[config.mk]
export PLATFORM = sky130hd
export DESIGN_NAME = grid_disc_cells_by_distance_unit_flat
export DESIGN_NICKNAME = d
export VERILOG_FILES = /design/src/rtl/gdc_pkg.sv /design/src/rtl/gdc_intf.sv /design/src/rtl/gdc_front.sv /design/src/rtl/gdc_queue.sv /design/src/rtl/gdc_back.sv /design/src/rtl/grid_disc_cells_by_distance_unit.sv /design/src/flat_wrapper.sv
export SDC_FILE = /design/constraint.sdc
export NUM_CORES = 1
export LEC_CHECK = 0
export BUFFER_PORTS_ARGS = -buffer_cell sky130_fd_sc_hd__buf_2
export CAP_MARGIN = 15
export CORE_UTILIZATION = 55
export DETAILED_ROUTE_END_ITERATION = 10
export PLACE_DENSITY_LB_ADDON = 0.12
export SETUP_SLACK_MARGIN = 0.5
export SLEW_MARGIN = 10
export SYNTH_ARGS = -nofsm -noshare
export SYNTH_HDL_FRONTEND = slang
export SYNTH_HIERARCHICAL = 1
export SYNTH_SLANG_ARGS = --single-unit
[constraint.sdc]
create_clock -name clk -period 8.35 [get_ports clk]
set_input_delay 1.67 -clock clk [delete_from_list [all_inputs] [get_ports clk]]
set_output_delay 1.67 -clock clk [all_outputs]
set_load 0.005 [all_outputs]
[src/rtl/gdc_pkg.sv]
// gdc_pkg: shared widths, types, register indexes and the distance-ordered offset table
// for the grid disc cell lister. No dependencies.
package gdc_pkg;

  localparam int unsigned CFG_INDEX_W = 8;
  localparam int unsigned GRID_SIZE_W = 9;
  localparam int unsigned INDEX_W     = 16;
  localparam int unsigned DIAMETER_W  = 4;
  localparam int unsigned DIST_W      = 5;
  localparam int unsigned COORD_W     = 8;
  localparam int unsigned RADIUS_W    = 3;
  localparam int unsigned STEP_W      = 6;
  localparam int unsigned QUEUE_DEPTH = 2;

  localparam logic [GRID_SIZE_W-1:0] MAX_COLUMNS  = 9'd256;
  localparam logic [GRID_SIZE_W-1:0] MAX_ROWS     = 9'd256;
  localparam logic [DIAMETER_W-1:0]  MAX_DIAMETER = 4'd9;

  localparam logic [GRID_SIZE_W-1:0] GRID_SIZE_RESET = 9'd16;

  typedef logic [CFG_INDEX_W-1:0] cfg_index_t;
  localparam cfg_index_t REG_GRID_COLUMNS = 8'd0;
  localparam cfg_index_t REG_GRID_ROWS    = 8'd1;

  typedef struct packed {
    logic [INDEX_W-1:0]  center_index;
    logic [COORD_W-1:0]  center_column;
    logic [INDEX_W-1:0]  center_row;
    logic [RADIUS_W-1:0] radius;
  } job_t;

  typedef struct packed {
    logic signed [3:0]   dx;
    logic signed [3:0]   dz;
    logic [DIST_W-1:0]   dist_sq;
  } offset_t;

  function automatic logic [GRID_SIZE_W-1:0] clamp_size(input logic [GRID_SIZE_W-1:0] v,
                                                       input logic [GRID_SIZE_W-1:0] top);
    logic [GRID_SIZE_W-1:0] res;
    if (v == '0) begin
      res = 9'd1;
    end else if (v > top) begin
      res = top;
    end else begin
      res = v;
    end
    return res;
  endfunction

  function automatic offset_t mk_offset(input int dz, input int dx);
    offset_t e;
    e.dx      = 4'(dx);
    e.dz      = 4'(dz);
    e.dist_sq = 5'(dz * dz + dx * dx);
    return e;
  endfunction

  // offsets ordered by squared distance, then row, then column
  function automatic offset_t offset_entry(input logic [STEP_W-1:0] step);
    offset_t e;
    e = '0;
    unique case (step)
      6'd0:  e = mk_offset( 0,  0);
      6'd1:  e = mk_offset(-1,  0);
      6'd2:  e = mk_offset( 0, -1);
      6'd3:  e = mk_offset( 0,  1);
      6'd4:  e = mk_offset( 1,  0);
      6'd5:  e = mk_offset(-1, -1);
      6'd6:  e = mk_offset(-1,  1);
      6'd7:  e = mk_offset( 1, -1);
      6'd8:  e = mk_offset( 1,  1);
      6'd9:  e = mk_offset(-2,  0);
      6'd10: e = mk_offset( 0, -2);
      6'd11: e = mk_offset( 0,  2);
      6'd12: e = mk_offset( 2,  0);
      6'd13: e = mk_offset(-2, -1);
      6'd14: e = mk_offset(-2,  1);
      6'd15: e = mk_offset(-1, -2);
      6'd16: e = mk_offset(-1,  2);
      6'd17: e = mk_offset( 1, -2);
      6'd18: e = mk_offset( 1,  2);
      6'd19: e = mk_offset( 2, -1);
      6'd20: e = mk_offset( 2,  1);
      6'd21: e = mk_offset(-2, -2);
      6'd22: e = mk_offset(-2,  2);
      6'd23: e = mk_offset( 2, -2);
      6'd24: e = mk_offset( 2,  2);
      6'd25: e = mk_offset(-3,  0);
      6'd26: e = mk_offset( 0, -3);
      6'd27: e = mk_offset( 0,  3);
      6'd28: e = mk_offset( 3,  0);
      6'd29: e = mk_offset(-3, -1);
      6'd30: e = mk_offset(-3,  1);
      6'd31: e = mk_offset(-1, -3);
      6'd32: e = mk_offset(-1,  3);
      6'd33: e = mk_offset( 1, -3);
      6'd34: e = mk_offset( 1,  3);
      6'd35: e = mk_offset( 3, -1);
      6'd36: e = mk_offset( 3,  1);
      6'd37: e = mk_offset(-3, -2);
      6'd38: e = mk_offset(-3,  2);
      6'd39: e = mk_offset(-2, -3);
      6'd40: e = mk_offset(-2,  3);
      6'd41: e = mk_offset( 2, -3);
      6'd42: e = mk_offset( 2,  3);
      6'd43: e = mk_offset( 3, -2);
      6'd44: e = mk_offset( 3,  2);
      6'd45: e = mk_offset(-4,  0);
      6'd46: e = mk_offset( 0, -4);
      6'd47: e = mk_offset( 0,  4);
      6'd48: e = mk_offset( 4,  0);
      default: begin
        // past the table: distance beyond any radius ends the walk
        e.dist_sq = '1;
      end
    endcase
    return e;
  endfunction

endpackage

[src/rtl/gdc_intf.sv]
// gdc_intf: valid/ready channel interfaces for requests, results and configuration writes.
// Depends on gdc_pkg for field widths.
interface gdc_req_if;
  logic                               valid;
  logic                               ready;
  logic [gdc_pkg::INDEX_W-1:0]        center_index;
  logic [gdc_pkg::DIAMETER_W-1:0]     diameter;

  modport source (output valid, output center_index, output diameter, input ready);
  modport sink   (input valid, input center_index, input diameter, output ready);
endinterface

interface gdc_rsp_if;
  logic                               valid;
  logic                               ready;
  logic [gdc_pkg::INDEX_W-1:0]        cell_index;
  logic [gdc_pkg::DIST_W-1:0]         distance_sq;
  logic                               last_flag;

  modport source (output valid, output cell_index, output distance_sq, output last_flag,
                  input ready);
  modport sink   (input valid, input cell_index, input distance_sq, input last_flag,
                  output ready);
endinterface

interface gdc_cfg_if;
  logic                               valid;
  logic                               ready;
  logic [gdc_pkg::CFG_INDEX_W-1:0]    index;
  logic [gdc_pkg::GRID_SIZE_W-1:0]    data;

  modport source (output valid, output index, output data, input ready);
  modport sink   (input valid, input index, input data, output ready);
endinterface

[src/rtl/gdc_front.sv]
// gdc_front: accepts requests, drops zero diameters, splits the centre index into
// column and row with a bit-serial divider and pushes the job. Depends on gdc_pkg, gdc_intf.
module gdc_front (
  input  logic                               clk,
  input  logic                               rst,
  gdc_req_if.sink                            req,
  input  logic [gdc_pkg::GRID_SIZE_W-1:0]    cols,
  input  logic                               full,
  output logic                               push,
  output gdc_pkg::job_t                      job
);

  localparam int unsigned DIV_COUNT_W = $clog2(gdc_pkg::INDEX_W);

  typedef enum logic [2:0] {
    F_IDLE = 3'b001,
    F_DIV  = 3'b010,
    F_PUSH = 3'b100
  } front_state_t;

  front_state_t                        state;
  logic [gdc_pkg::INDEX_W-1:0]         idx;
  logic [gdc_pkg::INDEX_W-1:0]         quot;
  logic [gdc_pkg::COORD_W-1:0]         rem;
  logic [gdc_pkg::RADIUS_W-1:0]        radius;
  logic [DIV_COUNT_W-1:0]              count;

  logic                                accept;
  logic [gdc_pkg::COORD_W:0]           shifted;
  logic                                ge;
  logic [gdc_pkg::COORD_W-1:0]         rem_next;
  logic [gdc_pkg::INDEX_W-1:0]         quot_next;
  logic [gdc_pkg::DIAMETER_W-1:0]      dia_clamped;

  assign req.ready = (state == F_IDLE);
  assign accept    = req.valid && req.ready;

  assign dia_clamped = (req.diameter > gdc_pkg::MAX_DIAMETER) ? gdc_pkg::MAX_DIAMETER
                                                               : req.diameter;

  // one quotient bit per cycle
  assign shifted   = {rem, quot[gdc_pkg::INDEX_W-1]};
  assign ge        = (shifted >= cols);
  assign rem_next  = ge ? gdc_pkg::COORD_W'(shifted - cols) : shifted[gdc_pkg::COORD_W-1:0];
  assign quot_next = {quot[gdc_pkg::INDEX_W-2:0], ge};

  assign push = (state == F_PUSH) && !full;

  always_comb begin
    job.center_index  = idx;
    job.center_column = rem;
    job.center_row    = quot;
    job.radius        = radius;
  end

  always_ff @(posedge clk) begin
    if (rst) begin
      state <= F_IDLE;
      count <= '0;
    end else begin
      unique case (state)
        F_IDLE: begin
          if (accept && (req.diameter != '0)) begin
            state <= F_DIV;
            count <= '0;
          end
        end
        F_DIV: begin
          count <= count + 1'b1;
          if (count == DIV_COUNT_W'(gdc_pkg::INDEX_W - 1)) begin
            state <= F_PUSH;
          end
        end
        F_PUSH: begin
          if (!full) begin
            state <= F_IDLE;
          end
        end
        default: state <= F_IDLE;
      endcase
    end
  end

  always_ff @(posedge clk) begin
    if (accept) begin
      idx    <= req.center_index;
      quot   <= req.center_index;
      rem    <= '0;
      radius <= gdc_pkg::RADIUS_W'(dia_clamped >> 1);
    end else if (state == F_DIV) begin
      quot <= quot_next;
      rem  <= rem_next;
    end
  end

endmodule

[src/rtl/gdc_queue.sv]
// gdc_queue: short job queue between the divider front and the offset walker.
// Depends on gdc_pkg.
module gdc_queue (
  input  logic          clk,
  input  logic          rst,
  input  logic          push,
  input  gdc_pkg::job_t push_job,
  input  logic          pop,
  output gdc_pkg::job_t pop_job,
  output logic          full,
  output logic          empty
);

  localparam int unsigned PTR_W   = (gdc_pkg::QUEUE_DEPTH > 1) ? $clog2(gdc_pkg::QUEUE_DEPTH) : 1;
  localparam int unsigned COUNT_W = $clog2(gdc_pkg::QUEUE_DEPTH + 1);

  gdc_pkg::job_t          entries [gdc_pkg::QUEUE_DEPTH];
  logic [PTR_W-1:0]       wr_ptr;
  logic [PTR_W-1:0]       rd_ptr;
  logic [COUNT_W-1:0]     fill;

  logic                   do_push;
  logic                   do_pop;

  assign full    = (fill == COUNT_W'(gdc_pkg::QUEUE_DEPTH));
  assign empty   = (fill == '0);
  assign do_push = push && !full;
  assign do_pop  = pop && !empty;
  assign pop_job = entries[rd_ptr];

  always_ff @(posedge clk) begin
    if (rst) begin
      wr_ptr <= '0;
      rd_ptr <= '0;
      fill   <= '0;
    end else begin
      if (do_push) begin
        wr_ptr <= (wr_ptr == PTR_W'(gdc_pkg::QUEUE_DEPTH - 1)) ? '0 : wr_ptr + 1'b1;
      end
      if (do_pop) begin
        rd_ptr <= (rd_ptr == PTR_W'(gdc_pkg::QUEUE_DEPTH - 1)) ? '0 : rd_ptr + 1'b1;
      end
      if (do_push && !do_pop) begin
        fill <= fill + 1'b1;
      end else if (do_pop && !do_push) begin
        fill <= fill - 1'b1;
      end
    end
  end

  always_ff @(posedge clk) begin
    if (do_push) begin
      entries[wr_ptr] <= push_job;
    end
  end

endmodule

[src/rtl/gdc_back.sv]
// gdc_back: walks the distance-ordered offset table for one job, keeps the latest hit
// back so the final one can be flagged, and drives the result register. Depends on gdc_pkg, gdc_intf.
module gdc_back (
  input  logic                               clk,
  input  logic                               rst,
  input  logic [gdc_pkg::GRID_SIZE_W-1:0]    cols,
  input  logic [gdc_pkg::GRID_SIZE_W-1:0]    rows,
  input  logic                               empty,
  input  gdc_pkg::job_t                      job,
  output logic                               pop,
  gdc_rsp_if.source                          rsp
);

  typedef enum logic [1:0] {
    B_IDLE = 2'b01,
    B_WALK = 2'b10
  } back_state_t;

  back_state_t                         state;
  logic [gdc_pkg::INDEX_W-1:0]         idx;
  logic [gdc_pkg::COORD_W-1:0]         cx;
  logic [gdc_pkg::INDEX_W-1:0]         cz;
  logic [gdc_pkg::DIST_W-1:0]          r2;
  logic [gdc_pkg::STEP_W-1:0]          step;
  logic [gdc_pkg::INDEX_W-1:0]         held_cell;
  logic [gdc_pkg::DIST_W-1:0]          held_distance;
  logic                                held_valid;
  logic                                out_valid;
  logic [gdc_pkg::INDEX_W-1:0]         out_cell;
  logic [gdc_pkg::DIST_W-1:0]          out_distance;
  logic                                out_last;

  gdc_pkg::offset_t                    ofs;
  logic                                walk_end;
  logic signed [9:0]                   x_pos;
  logic signed [17:0]                  z_pos;
  logic signed [18:0]                  cell_sum;
  logic                                hit;
  logic                                out_free;
  logic                                load_out;
  logic                                load_last;
  logic                                take_cand;
  logic                                advance;
  logic                                finish;

  assign ofs      = gdc_pkg::offset_entry(step);
  assign walk_end = (ofs.dist_sq > r2);

  assign x_pos    = $signed({2'b00, cx}) + 10'(ofs.dx);
  assign z_pos    = $signed({2'b00, cz}) + 18'(ofs.dz);
  assign cell_sum = $signed({3'b000, idx}) + 19'(ofs.dz) * $signed({10'b0, cols})
                  + 19'(ofs.dx);
  assign hit      = !x_pos[9] && (x_pos < $signed({1'b0, cols}))
                 && !z_pos[17] && (z_pos < $signed({9'b0, rows}));

  assign out_free = !out_valid || rsp.ready;
  assign pop      = (state == B_IDLE) && !empty;

  assign rsp.valid       = out_valid;
  assign rsp.cell_index  = out_cell;
  assign rsp.distance_sq = out_distance;
  assign rsp.last_flag   = out_last;

  always_comb begin
    load_out  = 1'b0;
    load_last = 1'b0;
    take_cand = 1'b0;
    advance   = 1'b0;
    finish    = 1'b0;
    if (state == B_WALK) begin
      if (walk_end) begin
        if (!held_valid) begin
          finish = 1'b1;
        end else if (out_free) begin
          load_out  = 1'b1;
          load_last = 1'b1;
          finish    = 1'b1;
        end
      end else if (hit) begin
        if (!held_valid || out_free) begin
          take_cand = 1'b1;
          advance   = 1'b1;
          load_out  = held_valid;
        end
      end else begin
        advance = 1'b1;
      end
    end
  end

  always_ff @(posedge clk) begin
    if (rst) begin
      state      <= B_IDLE;
      step       <= '0;
      held_valid <= 1'b0;
      out_valid  <= 1'b0;
    end else begin
      unique case (state)
        B_IDLE: begin
          if (pop) begin
            state <= B_WALK;
            step  <= '0;
          end
        end
        B_WALK: begin
          if (finish) begin
            state <= B_IDLE;
          end
          if (advance) begin
            step <= step + 1'b1;
          end
        end
        default: state <= B_IDLE;
      endcase
      if (finish) begin
        held_valid <= 1'b0;
      end else if (take_cand) begin
        held_valid <= 1'b1;
      end
      if (load_out) begin
        out_valid <= 1'b1;
      end else if (rsp.ready) begin
        out_valid <= 1'b0;
      end
    end
  end

  always_ff @(posedge clk) begin
    if (pop) begin
      idx <= job.center_index;
      cx  <= job.center_column;
      cz  <= job.center_row;
      r2  <= gdc_pkg::DIST_W'(job.radius) * gdc_pkg::DIST_W'(job.radius);
    end
    if (take_cand) begin
      held_cell     <= cell_sum[gdc_pkg::INDEX_W-1:0];
      held_distance <= ofs.dist_sq;
    end
    if (load_out) begin
      out_cell     <= held_cell;
      out_distance <= held_distance;
      out_last     <= load_last;
    end
  end

endmodule

[src/rtl/grid_disc_cells_by_distance_unit.sv]
// grid_disc_cells_by_distance_unit: lists grid cells within radius of a centre, nearest first.
// Front: accept, bit-serial divide, then push into the queue, which waits while the queue is full;
// the front takes no new request until its job is pushed. Back: pop, then one table offset
// per cycle unless a hit waits for the result register; it pops the next job only when the walk ends.
// The front can divide a new request while the back walks an earlier job. Reset is synchronous: queue
// and result register empty, grid size back to 16 by 16; no memory clearing pass.
module grid_disc_cells_by_distance_unit (
  input  logic     clk,
  input  logic     rst,
  gdc_req_if.sink  req,
  gdc_rsp_if.source rsp,
  gdc_cfg_if.sink  cfg
);

  logic [gdc_pkg::GRID_SIZE_W-1:0] grid_columns;
  logic [gdc_pkg::GRID_SIZE_W-1:0] grid_rows;
  logic [gdc_pkg::GRID_SIZE_W-1:0] cols;
  logic [gdc_pkg::GRID_SIZE_W-1:0] rows;

  logic          push;
  logic          pop;
  logic          full;
  logic          empty;
  gdc_pkg::job_t push_job;
  gdc_pkg::job_t pop_job;

  assign cfg.ready = 1'b1;

  always_ff @(posedge clk) begin
    if (rst) begin
      grid_columns <= gdc_pkg::GRID_SIZE_RESET;
      grid_rows    <= gdc_pkg::GRID_SIZE_RESET;
    end else if (cfg.valid && cfg.ready) begin
      if (cfg.index == gdc_pkg::REG_GRID_COLUMNS) begin
        grid_columns <= cfg.data;
      end else if (cfg.index == gdc_pkg::REG_GRID_ROWS) begin
        grid_rows <= cfg.data;
      end
    end
  end

  assign cols = gdc_pkg::clamp_size(grid_columns, gdc_pkg::MAX_COLUMNS);
  assign rows = gdc_pkg::clamp_size(grid_rows, gdc_pkg::MAX_ROWS);

  gdc_front u_front (
    .clk  (clk),
    .rst  (rst),
    .req  (req),
    .cols (cols),
    .full (full),
    .push (push),
    .job  (push_job)
  );

  gdc_queue u_queue (
    .clk      (clk),
    .rst      (rst),
    .push     (push),
    .push_job (push_job),
    .pop      (pop),
    .pop_job  (pop_job),
    .full     (full),
    .empty    (empty)
  );

  gdc_back u_back (
    .clk   (clk),
    .rst   (rst),
    .cols  (cols),
    .rows  (rows),
    .empty (empty),
    .job   (pop_job),
    .pop   (pop),
    .rsp   (rsp)
  );

endmodule

[src/flat_wrapper.sv]
// flat-port wrapper written by rule: the top's interface ports become plain ports
module grid_disc_cells_by_distance_unit_flat 
  (clk, rst, req_valid, req_center_index, req_diameter, req_ready, rsp_valid, rsp_cell_index, rsp_distance_sq, rsp_last_flag, rsp_ready, cfg_valid, cfg_index, cfg_data, cfg_ready);
  gdc_req_if req_i ();
  gdc_rsp_if rsp_i ();
  gdc_cfg_if cfg_i ();
  input  logic clk;
  input  logic rst;
  input wire logic [$bits(req_i.valid)-1:0] req_valid;
  input wire logic [$bits(req_i.center_index)-1:0] req_center_index;
  input wire logic [$bits(req_i.diameter)-1:0] req_diameter;
  output wire logic [$bits(req_i.ready)-1:0] req_ready;
  output wire logic [$bits(rsp_i.valid)-1:0] rsp_valid;
  output wire logic [$bits(rsp_i.cell_index)-1:0] rsp_cell_index;
  output wire logic [$bits(rsp_i.distance_sq)-1:0] rsp_distance_sq;
  output wire logic [$bits(rsp_i.last_flag)-1:0] rsp_last_flag;
  input wire logic [$bits(rsp_i.ready)-1:0] rsp_ready;
  input wire logic [$bits(cfg_i.valid)-1:0] cfg_valid;
  input wire logic [$bits(cfg_i.index)-1:0] cfg_index;
  input wire logic [$bits(cfg_i.data)-1:0] cfg_data;
  output wire logic [$bits(cfg_i.ready)-1:0] cfg_ready;
  assign req_i.valid = req_valid;
  assign req_i.center_index = req_center_index;
  assign req_i.diameter = req_diameter;
  assign req_ready = req_i.ready;
  assign rsp_valid = rsp_i.valid;
  assign rsp_cell_index = rsp_i.cell_index;
  assign rsp_distance_sq = rsp_i.distance_sq;
  assign rsp_last_flag = rsp_i.last_flag;
  assign rsp_i.ready = rsp_ready;
  assign cfg_i.valid = cfg_valid;
  assign cfg_i.index = cfg_index;
  assign cfg_i.data = cfg_data;
  assign cfg_ready = cfg_i.ready;
  grid_disc_cells_by_distance_unit u_core (.clk(clk), .rst(rst), .req(req_i), .rsp(rsp_i), .cfg(cfg_i));
endmodule
==> metrics.txt <==
reg2reg start=u_core/u_back/step[3]; PD cells=165 nW/µm²; antenna cells=0; CTS H-tree depth=1; critical path class=flop to flop; synth top area cells=edfxtp_1 43%, ha_1 8.6%, dfxtp_1 6.6%; DP Cell Count=1616; asr flop ratio synth=0; IO Pins=67; reg-to-reg setup timing slack=1.39 ns; Initial DRC Count=517; Max rail drop VDD=0.000173 V; MaxCap Viol Count=0; area of the multi-input gates=6630 µm²; Hold Path Cell Cnt=0; capture point of the worst reg-to-reg path=u_core/u_back/held_cell[15]; die extent in x=164 µm; GRT overflow=0; crit start category=flop; Hold EP=u_core/u_back/rsp.cell_index[7]; Tightest Pin Transition=1.15 ns; combinational share of power=0.023; fin area=16000 µm²; GR Util All Layers=0.225; worst hold start=u_core/u_back/held_cell[7]; Switching Power=0.000533 W; Seq pwr share=0.533; run status=complete, no violations; Root Buffer=clkbuf_16; CTS tree=yes; share of layout cells above drive strength 1=0.159; reg2reg path depth=24; clock tree sinks=256; dominant cell type by area after synthesis=edfxtp_1; Tmin final=6.96 ns; Worst Hold Class=flop to flop; post-route ant nets=0; Setup crit start=u_core/u_back/step[3]; Synth Instances=1249; fin. max-slew vios=0; crit path DAT=7.24 ns; Final period util=0.833; Yosys cell types=95; Synthesis Warnings=6; hold_ws=0.416 ns; largest net degree at the start of global routing=49; Hold Buf Count CTS=0; Max Clock Freq=144 MHz; Hold Vio Cnt, Final=0; Final TNS setup=0 ns; GPL Wtd Cong=0.930; Synth Flop Type=edfxtp_1; initial antenna violation count=0; Clock Latency Late Sink=0.54 ns; Leak=6.38 nW; Clock Path Buffers=3; post-synthesis sequential area ratio=0.498; vias in the first global route=9287; IO Port Bufs=65; final setup fails=0; global-route wire length before repair=47.6 mm; Max FO, Critical Path=25; Mapped Area=14500 µm²; Final #Nets=1500; syn_area_per_cell=11.6 µm²; Placed Area=15100 µm²; RSZ-0062 raised after global routing=no; Clk pwr share=0.444; max_slew headroom=0.227; CTS clock-pin slew for the worst setup and hold paths=0.06 ns; Post-DP HPWL=21.4 mm; # DRC=0; Final Skew=0.0240 ns; #FFs+latches synth=256; post-synth net total=1434; CTS Buf Count=27; core area=25900 µm²; top cell type's share of synthesized area=0.432; number of fill cells=2049; total power=0.00265 W; Chip Height=164 µm; Area Overhead vs Synth=10.6%; Switching Fraction=0.201; detailed-route via count=9415; routed wire length=29.2 mm; CP required=8.63 ns; Critical Path Sink Type=flop; Via-to-Cell Ratio=5.63; Internal=0.00211 W; Final Non-Filler Cells=1671; Post-synth EDFFs=208; Register Area=7210 µm²; Row Count=59; starting density of the core=0.558; Pre-Repair DR Iteration Count=5; drt wl/cell=17.5 µm; DIE AREA=27000 µm²
## cell usage after synthesis (all sizes together) (3+ instances only)
cell type    n
a21oi       65
and2        12
xnor2       24
ha         100
nand3b       4
and3         4
nor2b       22
nor4b        4
a211oi      12
mux2i       20
nor4         4
nand4       15
nor3b        5
o22ai        6
nand3       26
and4         3
dfxtp       48
nand2b      46
inv        118
mux2        43
a21o        20
buf         25
o21a         8
a21boi       7
o31ai       11
or4          6
o211ai      11
o2111ai      5
nand4b       4
clkbuf      14
a32oi        3
nor2        72
or2          8
edfxtp     208
a31oi       10
xor2        14
or3          5
nor3        21
fa          43
nand2       98
o21ai       44
## cells in the final DEF (no fill, tap or decap), types with 45 or more instances in the layout
| cell | n |
|---|---|
| nand2_1 | 97 |
| edfxtp_1 | 208 |
| dfxtp_1 | 47 |
| inv_1 | 114 |
| ha_1 | 100 |
| buf_2 | 65 |
| a21oi_1 | 63 |
| nand2b_1 | 45 |
| nor2_1 | 71 |
## per-stage QoR
stage / worst slack (ns) / util
finish: 1.39 / 0.618
global route: 0.782 / 0.618
CTS: 1.21 / 0.616
detailed placement: 1.21 / 0.582
global placement: 1.27 / 0.582
floorplan: 1.58 / -
## sequential cells by signal, summed over array words and instances, names as in the netlist, 6 cells and up, named ones only
register                      flops
u_core/u_back/cx                  8
u_core/u_back/idx                16
u_core/u_front/rem                8
u_core/u_queue/entries           86
u_core/u_front/idx               16
u_core/u_back/held_cell          16
u_core/u_front/quot              16
u_core/grid_columns               9
u_core/u_back/rsp.cell_index     16
u_core/grid_rows                  9
u_core/u_back/step                6
u_core/u_back/cz                 16
## worst max-delay path, stage by stage (launching register included)
cell and delay, ns:
dfxtp_1 0.87, inv_1 0.35, o32ai_1 0.35, a22oi_1 0.09, and2_1 0.31, inv_2 0.40, nand2_1 0.17, fa_1 0.53
fa_1 0.54, inv_1 0.05, fa_1 0.52, inv_1 0.05, fa_1 0.44, inv_1 0.07, ha_1 0.16, inv_1 0.06
fa_1 0.39, nor2b_1 0.12, o21ai_0 0.10, a21boi_0 0.24, o21ai_0 0.13, a21boi_0 0.31, o2111ai_1 0.17, a31oi_1 0.20
xnor2_1 0.10
## routing by layer
layer / track usage / vias up / part of all wire
li1: - / 4635 / -
met1: 0.317 / 4520 / 0.46
met2: 0.369 / 222 / 0.47
met3: 0.0280 / 38 / 0.047
met4: 0.0492 / 0 / 0.016
met5: 0 / - / 0
## worst max path at each step
stage                                            end  slack [ns]  cells after the start
CTS                  u_core/u_back/rsp.cell_index[0]        1.21                     22
global placement    u_core/u_back/rsp.cell_index[14]        1.27                     22
floorplan            u_core/u_back/rsp.cell_index[0]        1.58                     26
finish                   u_core/u_back/held_cell[15]        1.39                     24
detailed placement  u_core/u_back/rsp.cell_index[12]        1.21                     22
global route             u_core/u_back/held_cell[15]        0.78                     24
## power by group through the flow
stage	Clock, W	Sequential (W)	Combinational, W
2_1_floorplan	0	0.00143	0.0000367
3_3_place_gp	0	0.00144	0.0000601
3_5_place_dp	0	0.00144	0.0000607
4_1_cts	0.00121	0.00141	0.0000610
5_1_grt	0.00126	0.00141	0.0000668
6_report	0.00118	0.00141	0.0000606
## logic make-up after synthesis
| kind of cell | Yosys count | synth area share |
|---|---|---|
| compound gates | 227 | 0.105 |
| xor+xnor | 38 | 0.0230 |
| fa+ha+maj | 143 | 0.146 |
| buf+inv | 158 | 0.0460 |
| flops | 256 | 0.498 |
| mux | 63 | 0.0473 |
| other cells | 1 | 0.000259 |
| simple gates | 363 | 0.134 |
## area by class of cell
type                       count  area share
clock buffer                  34      0.0464
clock inverter                16     0.00930
inverter                     118      0.0279
multi-input combinational    835       0.414
sequential                   256       0.450
tap                          335      0.0262
timing repair buffer          77      0.0259
## repair_timing
action | CTS | global route
resized for setup | 0 | 2
setup buffers | 0 | 5
endpoints found under the setup margin | 0 | 22
endpoints found under the hold margin | 0 | 0
Note: power is estimated with default switching activity, not from simulation.
